## config.mk

```make
export PLATFORM = sky130hd
export DESIGN_NAME = round_robin_thread_scheduler
export DESIGN_NICKNAME = d
export VERILOG_FILES = /design/src/design/rrts_pkg.sv /design/src/design/rrts_thread_table.sv /design/src/design/rrts_run_list.sv /design/src/design/rrts_ctx_ram.sv /design/src/design/round_robin_thread_scheduler.sv
export VERILOG_INCLUDE_DIRS = /design/src /design/src/design
export SDC_FILE = /design/constraint.sdc
export NUM_CORES = 1
export LEC_CHECK = 0
export BUFFER_PORTS_ARGS = -buffer_cell sky130_fd_sc_hd__buf_4
export CAP_MARGIN = 20
export CORE_MARGIN = 4
export CORE_UTILIZATION = 62
export DETAILED_ROUTE_END_ITERATION = 8
export HOLD_SLACK_MARGIN = 0.12
export PLACE_DENSITY_LB_ADDON = 0.12
export RECOVER_POWER = 100
export SLEW_MARGIN = 40
export SYNTH_ARGS = -nofsm -noshare
export SYNTH_HDL_FRONTEND = slang
export SYNTH_HIERARCHICAL = 1
export SYNTH_SLANG_ARGS = --single-unit
```

## constraint.sdc

```tcl
create_clock -name clk -period 6.67 [get_ports clk]
set_clock_uncertainty 0.15 [all_clocks]
set_input_delay 1.0005 -clock clk [delete_from_list [all_inputs] [get_ports clk]]
set_output_delay 1.0005 -clock clk [all_outputs]
set_load 0.01 [all_outputs]
```

## src/design/round_robin_thread_scheduler_defines.svh

```systemverilog
// assertion macros for the round robin thread scheduler
`ifndef ROUND_ROBIN_THREAD_SCHEDULER_DEFINES_SVH
`define ROUND_ROBIN_THREAD_SCHEDULER_DEFINES_SVH

// same-cycle implication, sampled on clk, off during reset
`define RRTS_ASSERT_IMP(lbl, ante, cons, msg) \
    lbl: assert property (@(posedge clk) disable iff (!rst_n) (ante) |-> (cons)) \
        else $error(msg);

// next-cycle implication, sampled on clk, off during reset
`define RRTS_ASSERT_NXT(lbl, ante, cons, msg) \
    lbl: assert property (@(posedge clk) disable iff (!rst_n) (ante) |=> (cons)) \
        else $error(msg);

`endif

```

## src/design/rrts_pkg.sv

```systemverilog
// shared types, codes and constants of the round robin thread scheduler
package rrts_pkg;

    localparam int MAX_THREADS_DEF  = 16;
    localparam int CONTEXT_BITS_DEF = 32;

    localparam int QUOTA_W   = 15;
    localparam int TICKS_W   = 16;
    localparam int CTX_FLD_W = 32;
    localparam int SLOT_FLD_W = 4;

    localparam logic [QUOTA_W-1:0] QUOTA_RESET = 15'd10;

    // command codes
    typedef enum logic [1:0] {
        CMD_TICK   = 2'd0,
        CMD_CHECK  = 2'd1,
        CMD_SWITCH = 2'd2,
        CMD_CREATE = 2'd3
    } cmd_t;

    // result status codes
    typedef enum logic [1:0] {
        STATUS_OK        = 2'd0,
        STATUS_FULL      = 2'd1,
        STATUS_NO_CHOICE = 2'd2
    } status_t;

    // sequencer states
    typedef enum logic [3:0] {
        S_IDLE,
        S_TICK,
        S_CHECK,
        S_WALK,
        S_SW_OUT,
        S_SW_IN,
        S_MOVE,
        S_CREATE,
        S_DONE
    } sched_state_t;

    // one command item
    typedef struct packed {
        logic [1:0]           command;
        logic [7:0]           tick_count;
        logic [CTX_FLD_W-1:0] saved_context;
        logic                 new_preemptible;
    } cmd_item_t;

    // one result item
    typedef struct packed {
        logic                  switch_needed;
        logic [CTX_FLD_W-1:0]  resume_context;
        logic [SLOT_FLD_W-1:0] current_thread;
        logic [SLOT_FLD_W-1:0] new_thread;
        logic [1:0]            status;
    } rsp_item_t;

    // per-thread table entry
    typedef struct packed {
        logic signed [TICKS_W-1:0] ticks;
        logic                      preempt;
        logic                      ready;
    } tt_entry_t;

    // slot zero after reset: full budget, preemptible, running
    localparam tt_entry_t TT_SLOT0_RESET = '{
        ticks:   $signed(TICKS_W'(QUOTA_RESET)),
        preempt: 1'b1,
        ready:   1'b0
    };

endpackage

```

## src/design/rrts_thread_table.sv

```systemverilog
// per-thread budget and flag memory with reset values held by valid bits
module rrts_thread_table
    import rrts_pkg::*;
#(
    parameter int DEPTH = MAX_THREADS_DEF
)
(
    input  logic                     clk,
    input  logic                     rst_n,
    input  logic                     we,
    input  logic [$clog2(DEPTH)-1:0] waddr,
    input  tt_entry_t                wdata,
    input  logic [$clog2(DEPTH)-1:0] raddr,
    output tt_entry_t                rdata
);

    tt_entry_t        mem [DEPTH];
    tt_entry_t        rd_reg;
    logic [DEPTH-1:0] vld_reg;
    logic             rd_vld_reg;
    logic             rd_zero_reg;

    // storage and registered read
    always_ff @(posedge clk)
    begin
        if (we)
        begin
            mem[waddr] <= wdata;
        end
        rd_reg <= mem[raddr];
    end

    // written marks, cleared by reset
    always_ff @(posedge clk or negedge rst_n)
    begin
        if (!rst_n)
        begin
            vld_reg     <= '0;
            rd_vld_reg  <= 1'b0;
            rd_zero_reg <= 1'b1;
        end
        else
        begin
            if (we)
            begin
                vld_reg[waddr] <= 1'b1;
            end
            rd_vld_reg  <= vld_reg[raddr];
            rd_zero_reg <= (raddr == '0);
        end
    end

    // unwritten entries read as their reset value
    always_comb
    begin
        if (rd_vld_reg)
        begin
            rdata = rd_reg;
        end
        else if (rd_zero_reg)
        begin
            rdata = TT_SLOT0_RESET;
        end
        else
        begin
            rdata = '0;
        end
    end

endmodule

```

## src/design/rrts_run_list.sv

```systemverilog
// ordered run list memory, entry zero reads as slot zero until written
module rrts_run_list
    import rrts_pkg::*;
#(
    parameter int DEPTH = MAX_THREADS_DEF
)
(
    input  logic                     clk,
    input  logic                     rst_n,
    input  logic                     we,
    input  logic [$clog2(DEPTH)-1:0] waddr,
    input  logic [$clog2(DEPTH)-1:0] wdata,
    input  logic [$clog2(DEPTH)-1:0] raddr,
    output logic [$clog2(DEPTH)-1:0] rdata
);

    localparam int AW = $clog2(DEPTH);

    logic [AW-1:0] mem [DEPTH];
    logic [AW-1:0] rd_reg;
    logic          zero_wr_reg;
    logic          rd_blank_reg;

    // storage and registered read
    always_ff @(posedge clk)
    begin
        if (we)
        begin
            mem[waddr] <= wdata;
        end
        rd_reg <= mem[raddr];
    end

    // entry zero written mark
    always_ff @(posedge clk or negedge rst_n)
    begin
        if (!rst_n)
        begin
            zero_wr_reg  <= 1'b0;
            rd_blank_reg <= 1'b1;
        end
        else
        begin
            if (we && (waddr == '0))
            begin
                zero_wr_reg <= 1'b1;
            end
            rd_blank_reg <= (raddr == '0) && !zero_wr_reg;
        end
    end

    assign rdata = rd_blank_reg ? '0 : rd_reg;

endmodule

```

## src/design/rrts_ctx_ram.sv

```systemverilog
// saved context word memory
module rrts_ctx_ram
    import rrts_pkg::*;
#(
    parameter int DEPTH = MAX_THREADS_DEF,
    parameter int WIDTH = CONTEXT_BITS_DEF
)
(
    input  logic                     clk,
    input  logic                     we,
    input  logic [$clog2(DEPTH)-1:0] waddr,
    input  logic [WIDTH-1:0]         wdata,
    input  logic [$clog2(DEPTH)-1:0] raddr,
    output logic [WIDTH-1:0]         rdata
);

    logic [WIDTH-1:0] mem [DEPTH];

    // storage and registered read
    always_ff @(posedge clk)
    begin
        if (we)
        begin
            mem[waddr] <= wdata;
        end
        rdata <= mem[raddr];
    end

endmodule

```

## src/design/round_robin_thread_scheduler.sv

```systemverilog
// round robin time slice thread scheduler, top level
//
//  channel  signals                      dir   item
//  cmd      cmd_valid/cmd_stall          in    cmd_item_t command item
//  rsp      rsp_valid/rsp_stall          out   rsp_item_t result item
//  cfg      cfg_valid/cfg_ready          in    slice quota write
//
// the run list walk reads one entry per cycle through the single read port
// of the run list memory.
// reset: quota 10, one thread in slot 0 running with a full budget, no
// clearing pass. a result waits in the output register under rsp_stall and
// the next item is taken once the sequencer is back in idle.
`include "round_robin_thread_scheduler_defines.svh"

module round_robin_thread_scheduler
    import rrts_pkg::*;
#(
    parameter int MAX_THREADS  = MAX_THREADS_DEF,
    parameter int CONTEXT_BITS = CONTEXT_BITS_DEF
)
(
    input  logic               clk,
    input  logic               rst_n,
    input  logic               cmd_valid,
    output logic               cmd_stall,
    input  cmd_item_t          cmd_item,
    output logic               rsp_valid,
    input  logic               rsp_stall,
    output rsp_item_t          rsp_item,
    input  logic               cfg_valid,
    output logic               cfg_ready,
    input  logic [QUOTA_W-1:0] cfg_data
);

    localparam int SLOT_W = $clog2(MAX_THREADS);
    localparam int CNT_W  = $clog2(MAX_THREADS + 1);
    localparam logic [CNT_W-1:0] CNT_MAX = CNT_W'(MAX_THREADS);

    sched_state_t       state_reg, state_next;
    cmd_item_t          item_reg, item_next;
    logic [QUOTA_W-1:0] quota_reg;
    logic [CNT_W-1:0]   count_reg, count_next;
    logic [SLOT_W-1:0]  running_reg, running_next;
    logic [SLOT_W-1:0]  chosen_reg, chosen_next;
    logic               chosen_valid_reg, chosen_valid_next;
    tt_entry_t          cur_reg, cur_next;
    logic [SLOT_W-1:0]  move_slot_reg, move_slot_next;
    logic [CNT_W-1:0]   idx_reg, idx_next;
    logic               s1_v_reg, s1_v_next;
    logic [CNT_W-1:0]   s1_idx_reg, s1_idx_next;
    logic               s2_v_reg, s2_v_next;
    logic [SLOT_W-1:0]  s2_slot_reg, s2_slot_next;
    logic               found_reg, found_next;
    rsp_item_t          res_reg, res_next;
    logic               rsp_valid_reg, rsp_valid_next;
    rsp_item_t          rsp_item_reg, rsp_item_next;

    // memory ports
    logic                    tt_we;
    logic [SLOT_W-1:0]       tt_waddr, tt_raddr;
    tt_entry_t               tt_wdata, tt_rdata;
    logic                    ord_we;
    logic [SLOT_W-1:0]       ord_waddr, ord_wdata, ord_raddr, ord_rdata;
    logic                    ctx_we;
    logic [SLOT_W-1:0]       ctx_waddr, ctx_raddr;
    logic [CONTEXT_BITS-1:0] ctx_wdata, ctx_rdata;

    // helpers
    logic                    issue_v;
    logic                    hit;
    logic                    walk_empty;
    logic                    due;
    logic                    out_free;
    logic [TICKS_W:0]        tick_diff;
    logic [TICKS_W-1:0]      tick_val;
    logic signed [TICKS_W-1:0] quota_ticks;
    logic [CNT_W-1:0]        prev_idx;
    logic [CNT_W-1:0]        last_idx;

    rrts_thread_table #(.DEPTH(MAX_THREADS)) u_table (
        .clk   (clk),
        .rst_n (rst_n),
        .we    (tt_we),
        .waddr (tt_waddr),
        .wdata (tt_wdata),
        .raddr (tt_raddr),
        .rdata (tt_rdata)
    );

    rrts_run_list #(.DEPTH(MAX_THREADS)) u_list (
        .clk   (clk),
        .rst_n (rst_n),
        .we    (ord_we),
        .waddr (ord_waddr),
        .wdata (ord_wdata),
        .raddr (ord_raddr),
        .rdata (ord_rdata)
    );

    rrts_ctx_ram #(.DEPTH(MAX_THREADS), .WIDTH(CONTEXT_BITS)) u_ctx (
        .clk   (clk),
        .we    (ctx_we),
        .waddr (ctx_waddr),
        .wdata (ctx_wdata),
        .raddr (ctx_raddr),
        .rdata (ctx_rdata)
    );

    // handshake
    assign cmd_stall = (state_reg != S_IDLE);
    assign cfg_ready = 1'b1;
    assign rsp_valid = rsp_valid_reg;
    assign rsp_item  = rsp_item_reg;
    assign out_free  = !rsp_valid_reg || !rsp_stall;

    // walk pipeline status
    assign issue_v    = (idx_reg < count_reg);
    assign hit        = s2_v_reg && tt_rdata.ready;
    assign walk_empty = !issue_v && !s1_v_reg && !s2_v_reg;
    assign prev_idx   = s1_idx_reg - CNT_W'(1);
    assign last_idx   = count_reg - CNT_W'(1);

    // budget arithmetic, saturating at the most negative value
    assign due         = (tt_rdata.ticks[TICKS_W-1] || (tt_rdata.ticks == '0))
                         && tt_rdata.preempt;
    assign tick_diff   = {tt_rdata.ticks[TICKS_W-1], tt_rdata.ticks}
                         - {{(TICKS_W-7){1'b0}}, item_reg.tick_count};
    assign tick_val    = (tick_diff[TICKS_W] != tick_diff[TICKS_W-1])
                         ? {1'b1, {(TICKS_W-1){1'b0}}} : tick_diff[TICKS_W-1:0];
    assign quota_ticks = $signed({1'b0, quota_reg});

    // next state
    always_comb
    begin
        state_next = state_reg;
        unique case (state_reg)
            S_IDLE:
            begin
                if (cmd_valid)
                begin
                    unique case (cmd_item.command)
                        CMD_TICK:   state_next = S_TICK;
                        CMD_CHECK:  state_next = S_CHECK;
                        CMD_SWITCH: state_next = S_SW_OUT;
                        CMD_CREATE: state_next = S_CREATE;
                        default:    state_next = S_IDLE;
                    endcase
                end
            end
            S_TICK:   state_next = S_DONE;
            S_CHECK:  state_next = due ? S_WALK : S_DONE;
            S_WALK:
            begin
                if (hit || walk_empty)
                begin
                    state_next = S_DONE;
                end
            end
            S_SW_OUT: state_next = chosen_valid_reg ? S_SW_IN : S_DONE;
            S_SW_IN:  state_next = S_MOVE;
            S_MOVE:
            begin
                if (!issue_v && !s1_v_reg)
                begin
                    state_next = S_DONE;
                end
            end
            S_CREATE: state_next = S_DONE;
            S_DONE:
            begin
                if (out_free)
                begin
                    state_next = S_IDLE;
                end
            end
            default:  state_next = S_IDLE;
        endcase
    end

    // datapath and memory control
    always_comb
    begin
        item_next         = item_reg;
        count_next        = count_reg;
        running_next      = running_reg;
        chosen_next       = chosen_reg;
        chosen_valid_next = chosen_valid_reg;
        cur_next          = cur_reg;
        move_slot_next    = move_slot_reg;
        idx_next          = idx_reg;
        s1_v_next         = s1_v_reg;
        s1_idx_next       = s1_idx_reg;
        s2_v_next         = s2_v_reg;
        s2_slot_next      = s2_slot_reg;
        found_next        = found_reg;
        res_next          = res_reg;
        rsp_item_next     = rsp_item_reg;
        rsp_valid_next    = rsp_valid_reg && rsp_stall;

        tt_we     = 1'b0;
        tt_waddr  = running_reg;
        tt_wdata  = tt_rdata;
        tt_raddr  = running_reg;
        ord_we    = 1'b0;
        ord_waddr = prev_idx[SLOT_W-1:0];
        ord_wdata = ord_rdata;
        ord_raddr = idx_reg[SLOT_W-1:0];
        ctx_we    = 1'b0;
        ctx_waddr = running_reg;
        ctx_wdata = CONTEXT_BITS'(item_reg.saved_context);
        ctx_raddr = chosen_reg;

        unique case (state_reg)
            S_IDLE:
            begin
                if (cmd_valid)
                begin
                    item_next       = cmd_item;
                    res_next        = '0;
                    res_next.status = STATUS_OK;
                end
            end
            // charge elapsed ticks to the running thread
            S_TICK:
            begin
                tt_we    = 1'b1;
                tt_wdata = '{ticks: $signed(tick_val), preempt: tt_rdata.preempt,
                             ready: tt_rdata.ready};
            end
            // decide whether a switch is due
            S_CHECK:
            begin
                chosen_valid_next = 1'b0;
                cur_next          = tt_rdata;
                idx_next          = '0;
                s1_v_next         = 1'b0;
                s2_v_next         = 1'b0;
            end
            // find the first ready thread in list order
            S_WALK:
            begin
                s1_v_next    = issue_v;
                s2_v_next    = s1_v_reg;
                s2_slot_next = ord_rdata;
                tt_raddr     = ord_rdata;
                if (issue_v)
                begin
                    idx_next = idx_reg + CNT_W'(1);
                end
                if (hit)
                begin
                    chosen_next            = s2_slot_reg;
                    chosen_valid_next      = 1'b1;
                    res_next.switch_needed = 1'b1;
                end
                else if (walk_empty)
                begin
                    // nobody ready: reload the running thread's budget
                    tt_we    = 1'b1;
                    tt_wdata = '{ticks: quota_ticks, preempt: cur_reg.preempt,
                                 ready: cur_reg.ready};
                end
            end
            // save outgoing context and mark it ready, or report that no successor was chosen
            S_SW_OUT:
            begin
                if (!chosen_valid_reg)
                begin
                    res_next.status = STATUS_NO_CHOICE;
                end
                else
                begin
                    ctx_we         = 1'b1;
                    tt_we          = 1'b1;
                    tt_wdata       = '{ticks: tt_rdata.ticks, preempt: tt_rdata.preempt,
                                       ready: 1'b1};
                    tt_raddr       = chosen_reg;
                    move_slot_next = running_reg;
                end
            end
            // start the incoming thread
            S_SW_IN:
            begin
                tt_we                   = 1'b1;
                tt_waddr                = chosen_reg;
                tt_wdata                = '{ticks: quota_ticks, preempt: tt_rdata.preempt,
                                            ready: 1'b0};
                res_next.resume_context = CTX_FLD_W'(ctx_rdata);
                running_next            = chosen_reg;
                chosen_valid_next       = 1'b0;
                idx_next                = '0;
                s1_v_next               = 1'b0;
                found_next              = 1'b0;
            end
            // move the outgoing thread to the list tail, one entry per cycle
            S_MOVE:
            begin
                s1_v_next   = issue_v;
                s1_idx_next = idx_reg;
                if (issue_v)
                begin
                    idx_next = idx_reg + CNT_W'(1);
                end
                if (s1_v_reg)
                begin
                    if (found_reg)
                    begin
                        ord_we = 1'b1;
                    end
                    else if (ord_rdata == move_slot_reg)
                    begin
                        found_next = 1'b1;
                    end
                end
                else if (!issue_v && found_reg)
                begin
                    ord_we    = 1'b1;
                    ord_waddr = last_idx[SLOT_W-1:0];
                    ord_wdata = move_slot_reg;
                end
            end
            // append a new ready thread, or report a full table
            S_CREATE:
            begin
                if (count_reg >= CNT_MAX)
                begin
                    res_next.status = STATUS_FULL;
                end
                else
                begin
                    ord_we              = 1'b1;
                    ord_waddr           = count_reg[SLOT_W-1:0];
                    ord_wdata           = count_reg[SLOT_W-1:0];
                    tt_we               = 1'b1;
                    tt_waddr            = count_reg[SLOT_W-1:0];
                    tt_wdata            = '{ticks: quota_ticks,
                                            preempt: item_reg.new_preemptible,
                                            ready: 1'b1};
                    ctx_we              = 1'b1;
                    ctx_waddr           = count_reg[SLOT_W-1:0];
                    count_next          = count_reg + CNT_W'(1);
                    res_next.new_thread = SLOT_FLD_W'(count_reg);
                end
            end
            // hand the result to the output register
            S_DONE:
            begin
                if (out_free)
                begin
                    rsp_valid_next               = 1'b1;
                    rsp_item_next                = res_reg;
                    rsp_item_next.current_thread = SLOT_FLD_W'(running_reg);
                end
            end
            default:
            begin
            end
        endcase
    end

    // control registers
    always_ff @(posedge clk or negedge rst_n)
    begin
        if (!rst_n)
        begin
            state_reg        <= S_IDLE;
            quota_reg        <= QUOTA_RESET;
            count_reg        <= CNT_W'(1);
            running_reg      <= '0;
            chosen_reg       <= '0;
            chosen_valid_reg <= 1'b0;
            idx_reg          <= '0;
            s1_v_reg         <= 1'b0;
            s2_v_reg         <= 1'b0;
            found_reg        <= 1'b0;
            rsp_valid_reg    <= 1'b0;
        end
        else
        begin
            state_reg        <= state_next;
            count_reg        <= count_next;
            running_reg      <= running_next;
            chosen_reg       <= chosen_next;
            chosen_valid_reg <= chosen_valid_next;
            idx_reg          <= idx_next;
            s1_v_reg         <= s1_v_next;
            s2_v_reg         <= s2_v_next;
            found_reg        <= found_next;
            rsp_valid_reg    <= rsp_valid_next;
            if (cfg_valid && cfg_ready)
            begin
                quota_reg <= cfg_data;
            end
        end
    end

    // payload registers
    always_ff @(posedge clk)
    begin
        item_reg      <= item_next;
        cur_reg       <= cur_next;
        move_slot_reg <= move_slot_next;
        s1_idx_reg    <= s1_idx_next;
        s2_slot_reg   <= s2_slot_next;
        res_reg       <= res_next;
        rsp_item_reg  <= rsp_item_next;
    end

    // checks
    `RRTS_ASSERT_IMP(a_count_range, 1'b1, (count_reg != '0) && (count_reg <= CNT_MAX), "thread count out of range")
    `RRTS_ASSERT_IMP(a_choice_not_running, chosen_valid_reg, chosen_reg != running_reg, "chosen successor is the running thread")
    `RRTS_ASSERT_NXT(a_done_delivers, (state_reg == S_DONE) && out_free, rsp_valid_reg && (state_reg == S_IDLE), "finished item not delivered")
    `RRTS_ASSERT_NXT(a_count_grows, 1'b1, count_reg >= $past(count_reg), "thread count decreased")

endmodule

```

# Yosys cells after proc, flatten, opt, wreduce, memory -nomap -nowiden
# Memory sizes are Yosys's and may differ from the RTL's. A register that Yosys moved wholly into a read port is not among the register bits.
# Index checks and enable logic that the tools add are counted.
[word_totals] wordCells=191 regBits=199 ramBits=864 rom_bits=0 latchBits=0 in_bits=63 mem_count=3
[op_classes] n_mux=70 shifts=0 div_mod_pow=0 multipliers=0 n_lt_le_gt_ge=5 add_sub_neg=5 n_eq_ne=23 n_bitwise=2 n_reduce_logical=50
[memory_table] name="u_ctx.mem" words=16 word_bits=32 read_ports=1 rd_clocked_by_memory_dff=1 wr=1 line="rrts_ctx_ram.sv:17" source="logic [WIDTH-1:0] mem [DEPTH];"
[memory_table] name="u_table.mem" words=16 word_bits=18 read_ports=1 rd_clocked_by_memory_dff=1 wr=1 line="rrts_thread_table.sv:17" source="tt_entry_t mem [DEPTH];"
[memory_table] name="u_list.mem" words=16 word_bits=4 read_ports=1 rd_clocked_by_memory_dff=1 wr=1 line="rrts_run_list.sv:19" source="logic [AW-1:0] mem [DEPTH];"
[ops] op="$pmux W18 S5" count=1
[ops] op="$mux W18" count=4
[ops] op="$mux W4" count=17
[ops] op="$pmux W32 S2" count=1
[ops] op="$mux W43" count=1
[ops] op="$pmux W4 S2" count=5
[ops] op="$pmux W4 S8" count=1
[ops] op="$mux W1" count=22
[ops] op="$ne A2 B2 Y1 const B" count=9
[ops] op="$reduce_and A2 Y1" count=9
[ops] op="$sub A16 B9 Y17" count=1
[ops] op="$eq A4 B3 Y1 const B" count=4
[ops] op="$logic_not A16 Y1" count=1
[ops] op="$logic_not A4 Y1" count=4
[ops] op="$mux W16" count=1
[ops] op="$or A16 B16 Y16" count=1
[ops] op="$pmux W4 S4" count=1
[ops] op="$pmux W1 S2" count=7
[ops] op="$reduce_bool A2 Y1" count=7
[ops] op="$add A5 B1 Y5 const B" count=2
[ops] op="$lt A4 B5 Y1 const B" count=2
[ops] op="$pmux W5 S2" count=1
[ops] op="$logic_and A1 B1 Y1" count=9
[ops] op="$eq A4 B2 Y1 const B" count=2
[ops] op="other kinds (27)" count=42

# Logic depth before layout (Yosys ltp)
[logic_depth] word_depth=9 mapped_depth=15 depth_no_buf=13

# Hierarchy
# The synthesis kept the hierarchy.
[by_module_without_submodules] mod="rrts_ctx_ram" area_each_um2=19835.3 instances=1 seq_area_each_um2=16015.4 cells_each=838
[by_module_without_submodules] mod="rrts_thread_table" area_each_um2=12330.6 instances=1 seq_area_each_um2=9460.3 cells_each=591
[by_module_without_submodules] mod="round_robin_thread_scheduler" area_each_um2=7891.3 instances=1 seq_area_each_um2=5168.7 cells_each=611
[by_module_without_submodules] mod="rrts_run_list" area_each_um2=2763.9 instances=1 seq_area_each_um2=2053.2 cells_each=150

# Worst setup path after synthesis
# No wires, ideal clock.
[synth_path] path_type="register to register" start="register state_reg[0]" end="memory u_ctx/mem[0][0] (netlist name), enable pin" stages_incl_launch_ff=9 arrival_ns=4.136 setup_time_ns=0.461 slack_ns=1.923 path_cell_list="dfrtp_1 buf_2 nor2_1 and3_1 clkbuf_1 nor2_1 inv_2 or3b_2 nor3_1"
[synth_between] elab_chain_cells=4 word_cells_on_any_way=6 cone_classes="eq/ne (2); mux (4)"
[synth_lines] element="start, declared" line="round_robin_thread_scheduler.sv:39" source="sched_state_t state_reg, state_next;"
[synth_lines] element="start signal, assigned" line="round_robin_thread_scheduler.sv:380" source="state_reg <= state_next;"
[synth_lines] element="$eq A4 B3 Y1" line="round_robin_thread_scheduler.sv:213" source="unique case (state_reg)"
[synth_lines] element="$pmux W1 S2 *" line="round_robin_thread_scheduler.sv:213"
[synth_lines] element="via ctx_we" line="round_robin_thread_scheduler.sv:64" source="logic ctx_we;"
[synth_lines] element="$mux W1 *" line="rrts_ctx_ram.sv:22" source="if (we)"
[synth_lines] element="$mux W1 (not written as such) *" line="rrts_ctx_ram.sv:24" source="mem[waddr] <= wdata;"
[synth_lines] element="end, declared" line="rrts_ctx_ram.sv:17"
# The timed path passes the listed nets; every way through them passes the cells marked *.

# Worst setup path in the final report
[layout_path] start="register state_reg[2]" end="memory u_ctx/mem[4][13] (netlist name), enable pin"
# The elaborated chain is that of the path after synthesis.

==> metrics.md <==
| Metric | Value |
|---|---|
| Status | `complete, but fails checks` |
| Violated checks | `max-capacitance violations, max-slew violations` |
| Die area | `73300 sq um` |
| Post-synthesis average cell area | `19.6 sq um` |
| Final setup fails | `0` |
| Largest registers | `u_ctx/mem x512, u_table/mem x288, u_list/mem x64` |
| Iteration count of the initial detailed-routing pass | `6` |
| Hold Violations, Final | `0` |
| Netlist cell types | `76` |
| Remaining Overflow, GRT | `0` |
| Drt wl/cell | `27.8 microns` |
| Cells taking the most area after synthesis | `edfxtp_1, mux4_2, dfrtp_1, dfxtp_1, a22oi_1` |
| Class of the worst hold path | `flop to flop` |
| Worst-margin pin slew | `3.69 ns` |
| Max cap viols | `18` |
| Max IR drop VDD | `263 uV` |
| Crit start category | `flop` |
| Synthesis warning total | `6` |
| Most flops, register | `u_ctx/mem` |
| Die outline width | `271 microns` |
| # resized after CTS | `0` |
| WL final | `94200 microns` |
| WP data required | `6.73 ns` |
| Sw frac | `0.234` |
| RePlAce Congestion | `0.921` |
| Fin crit period | `5.56 ns` |
| CP Cell Sequence | `nor2b_1 -> and3_1 -> and2_0 -> nor2_1 -> inv_1 -> nand3b_1 -> nor3_2 -> clkbuf_1` |
| I/O pin cnt | `109` |
| Post-layout net count | `2453` |
| Final ANT Viol Nets | `0` |
| Post-CTS Hold Buffers | `0` |
| Sw power | `3.88 mW` |
| Layout area overhead | `12.9%` |
| DRT iter0 DRCs | `2637` |
| Final Cycle Share | `0.834` |
| CP max stage delay | `2.04 ns` |
| Number of remaining DRC errors | `0` |
| CP Capture Type | `flop` |
| Via/cell ratio | `6.35` |
| Total Negative Setup Slacks | `0 ns` |
| Comb pwr share | `0.079` |
| Netlist Area Pre-Place | `42800 sq um` |
| Synth Register Bits | `1117` |
| CTS sink count | `1117` |
| Area leader, netlist | `edfxtp_1` |
| Max Fclk | `0.180 GHz` |
| Skew-Pair Late Insertion Delay | `0.67 ns` |
| RSZ-0062 raised after global routing | `false` |
| Row Count | `96` |
| Inserted Diodes | `0` |
| Setup Fix Bufs, Post-CTS | `0` |
| Async set or reset register ratio after synthesis | `0.0555` |
| Vias in the first global route | `22000` |
| Worst path bufs/invs | `2` |
| Initial antenna violation count | `2` |
| H-tree levels | `3` |
| CP arrival | `5.62 ns` |
| Root Buffer | `clkbuf_16` |
| CTS Buffer Depth | `3` |
| CP max-delay cell | `clkbuf_1` |
| Number of flops mapped to enable cells by yosys | `1001` |
| Total GRT Usage | `0.259` |
| Core ar. | `68600 sq um` |
| Largest net degree at the start of global routing | `63` |
| IO Port Bufs | `107` |
| CTS tree | `built` |
| Sequential element share of the synthesized area | `0.764` |
| Relative slew slack | `-1.46` |
| Power density over the cells | `342 nW/um^2` |
| Post-synth top flop | `edfxtp_1` |
| Leakage Power | `15.7 nW` |
| Worst path top cell family by delay | `buffers and inverters` |
| Via Count | `21500` |
| CTS buffer count | `106` |
| Layout cell share with drive strength beyond 1 | `0.224` |
| Kind of critical path | `flop to flop` |
| Slew Viols, Final | `491` |
| Initial Utilization | `0.624` |
| Post-Syn Instances | `2190` |
| Reg clk slew, reported paths | `0.07 ns` |
| Final core area utilization | `0.705` |
| Crit-path max FO | `32` |
| Flop pwr share | `0.537` |
| Dpl hpwl | `53400 microns` |
| Post-synth net total | `2275` |
| Top-area cell type share of the netlist area | `0.702` |
| Die height | `271 microns` |
| Clk pwr share | `0.384` |
| Global-route wire length before repair | `141000 microns` |
| Largest register FFs | `512` |
| Internal Power | `12.7 mW` |
-- through the flow --
step                std cells  instance area, sq um  worst slack, ns  total power, mW  hold slack (ns)
global route             3393                 48400            0.874             17.1            0.279
floorplan                2190                 42800             1.92             9.69            0.250
CTS                      3389                 48900             1.93             16.7            0.195
detailed placement       3187                 45100             1.94             10.4            0.255
finish                   3393                 48400             1.11             16.5            0.267
global placement         3177                 44900             2.12             10.3            0.251
-- layout by cell type (no fill, tap or decap), types with 18 or more instances in the layout --
master / count
bufinv_16: 20
mux2i_1: 44
mux2_2: 19
mux4_2: 193
a221oi_1: 19
dfrtp_1: 56
nand3_1: 21
a22oi_1: 81
o21ai_0: 28
edfxtp_1: 1001
buf_4: 45
inv_1: 26
clkinv_2: 28
ha_1: 21
nor2_1: 61
nor3_1: 23
clkbuf_1: 95
clkbuf_16: 107
and2_1: 22
clkinv_1: 18
a21oi_1: 37
dfxtp_1: 54
nand2_1: 107
and2_0: 32
o21ai_1: 19
clkbuf_4: 31
-- power groups by stage --
| stage | Sequential [mW] | Combinational (mW) | Clock, mW |
|---|---|---|---|
| 6_report | 8.88 | 1.31 | 6.35 |
| 3_3_place_gp | 8.98 | 1.35 | 0 |
| 2_1_floorplan | 8.87 | 0.816 | 0 |
| 5_1_grt | 8.94 | 1.43 | 6.77 |
| 3_5_place_dp | 9.01 | 1.42 | 0 |
| 4_1_cts | 8.87 | 1.42 | 6.45 |
-- routing by layer --
| layer | GRT usage | part of all wire | vias to the layer above |
|---|---|---|---|
| met5 | 0 | 0.00014 | - |
| met4 | 0.0600 | 0.020 | 2 |
| met3 | 0.0530 | 0.081 | 137 |
| met2 | 0.424 | 0.50 | 981 |
| met1 | 0.368 | 0.40 | 11200 |
| li1 | - | - | 9197 |
-- worst paths after layout --
path	from	endpoint	slack [ns]	cells past startpoint
max in group asynchronous	rst_n	chosen_reg[1]$_DFFE_PN0P_	2.32	1
hold / removal	res_reg[3]$_SDFFCE_PN0P_	rsp_item[3]$_DFFE_PP_	0.27	0
min in group asynchronous	rst_n	idx_reg[2]$_DFFE_PN0P_	1.46	1
setup / recovery	state_reg[2]$_DFFE_PN0P_	u_ctx/mem[4][13]$_DFFE_PP_	1.11	8
hold reg to reg	res_reg[3]$_SDFFCE_PN0P_	rsp_item[3]$_DFFE_PP_	0.27	0
setup reg to reg	state_reg[2]$_DFFE_PN0P_	u_ctx/mem[4][13]$_DFFE_PP_	1.11	8
-- cell type report --
| class | instances | area, sq um |
|---|---|---|
| Clock inverter | 78 | 978 |
| Tap cell | 931 | 1160 |
| Timing Repair Buffer | 173 | 1090 |
| Multi-Input combinational cell | 941 | 9530 |
| Sequential cell | 1117 | 32700 |
| Clock buffer | 124 | 2780 |
| Inverter | 29 | 110 |
| Fill cell | 4241 | 20200 |
-- logic make-up after synthesis --
family / synth area share
fa+ha+maj: 0.00660
xor+xnor: 0.00491
flops: 0.764
compound gates: 0.0464
other cells: 0.0000876
simple gates: 0.0433
mux: 0.120
buf+inv: 0.0153
-- cell usage after synthesis (10+ instances only) --
cell type / n
mux2i_1: 44
xor2_1: 11
a221oi_2: 10
a221oi_1: 10
edfxtp_1: 1001
nor2b_1: 18
dfrtp_1: 57
buf_2: 28
inv_1: 25
nand3_1: 20
a22oi_1: 79
o21ai_0: 15
a22oi_2: 19
ha_1: 21
and2_1: 55
dfxtp_1: 54
o21ai_1: 31
mux4_2: 193
buf_1: 13
nand2_1: 109
buf_4: 15
nor3_1: 26
xnor2_1: 13
a21oi_1: 38
clkbuf_1: 40
nand2b_1: 16
or2_2: 17
mux2_2: 20
nor2_1: 78
Note: power is estimated with default switching activity, not from simulation.
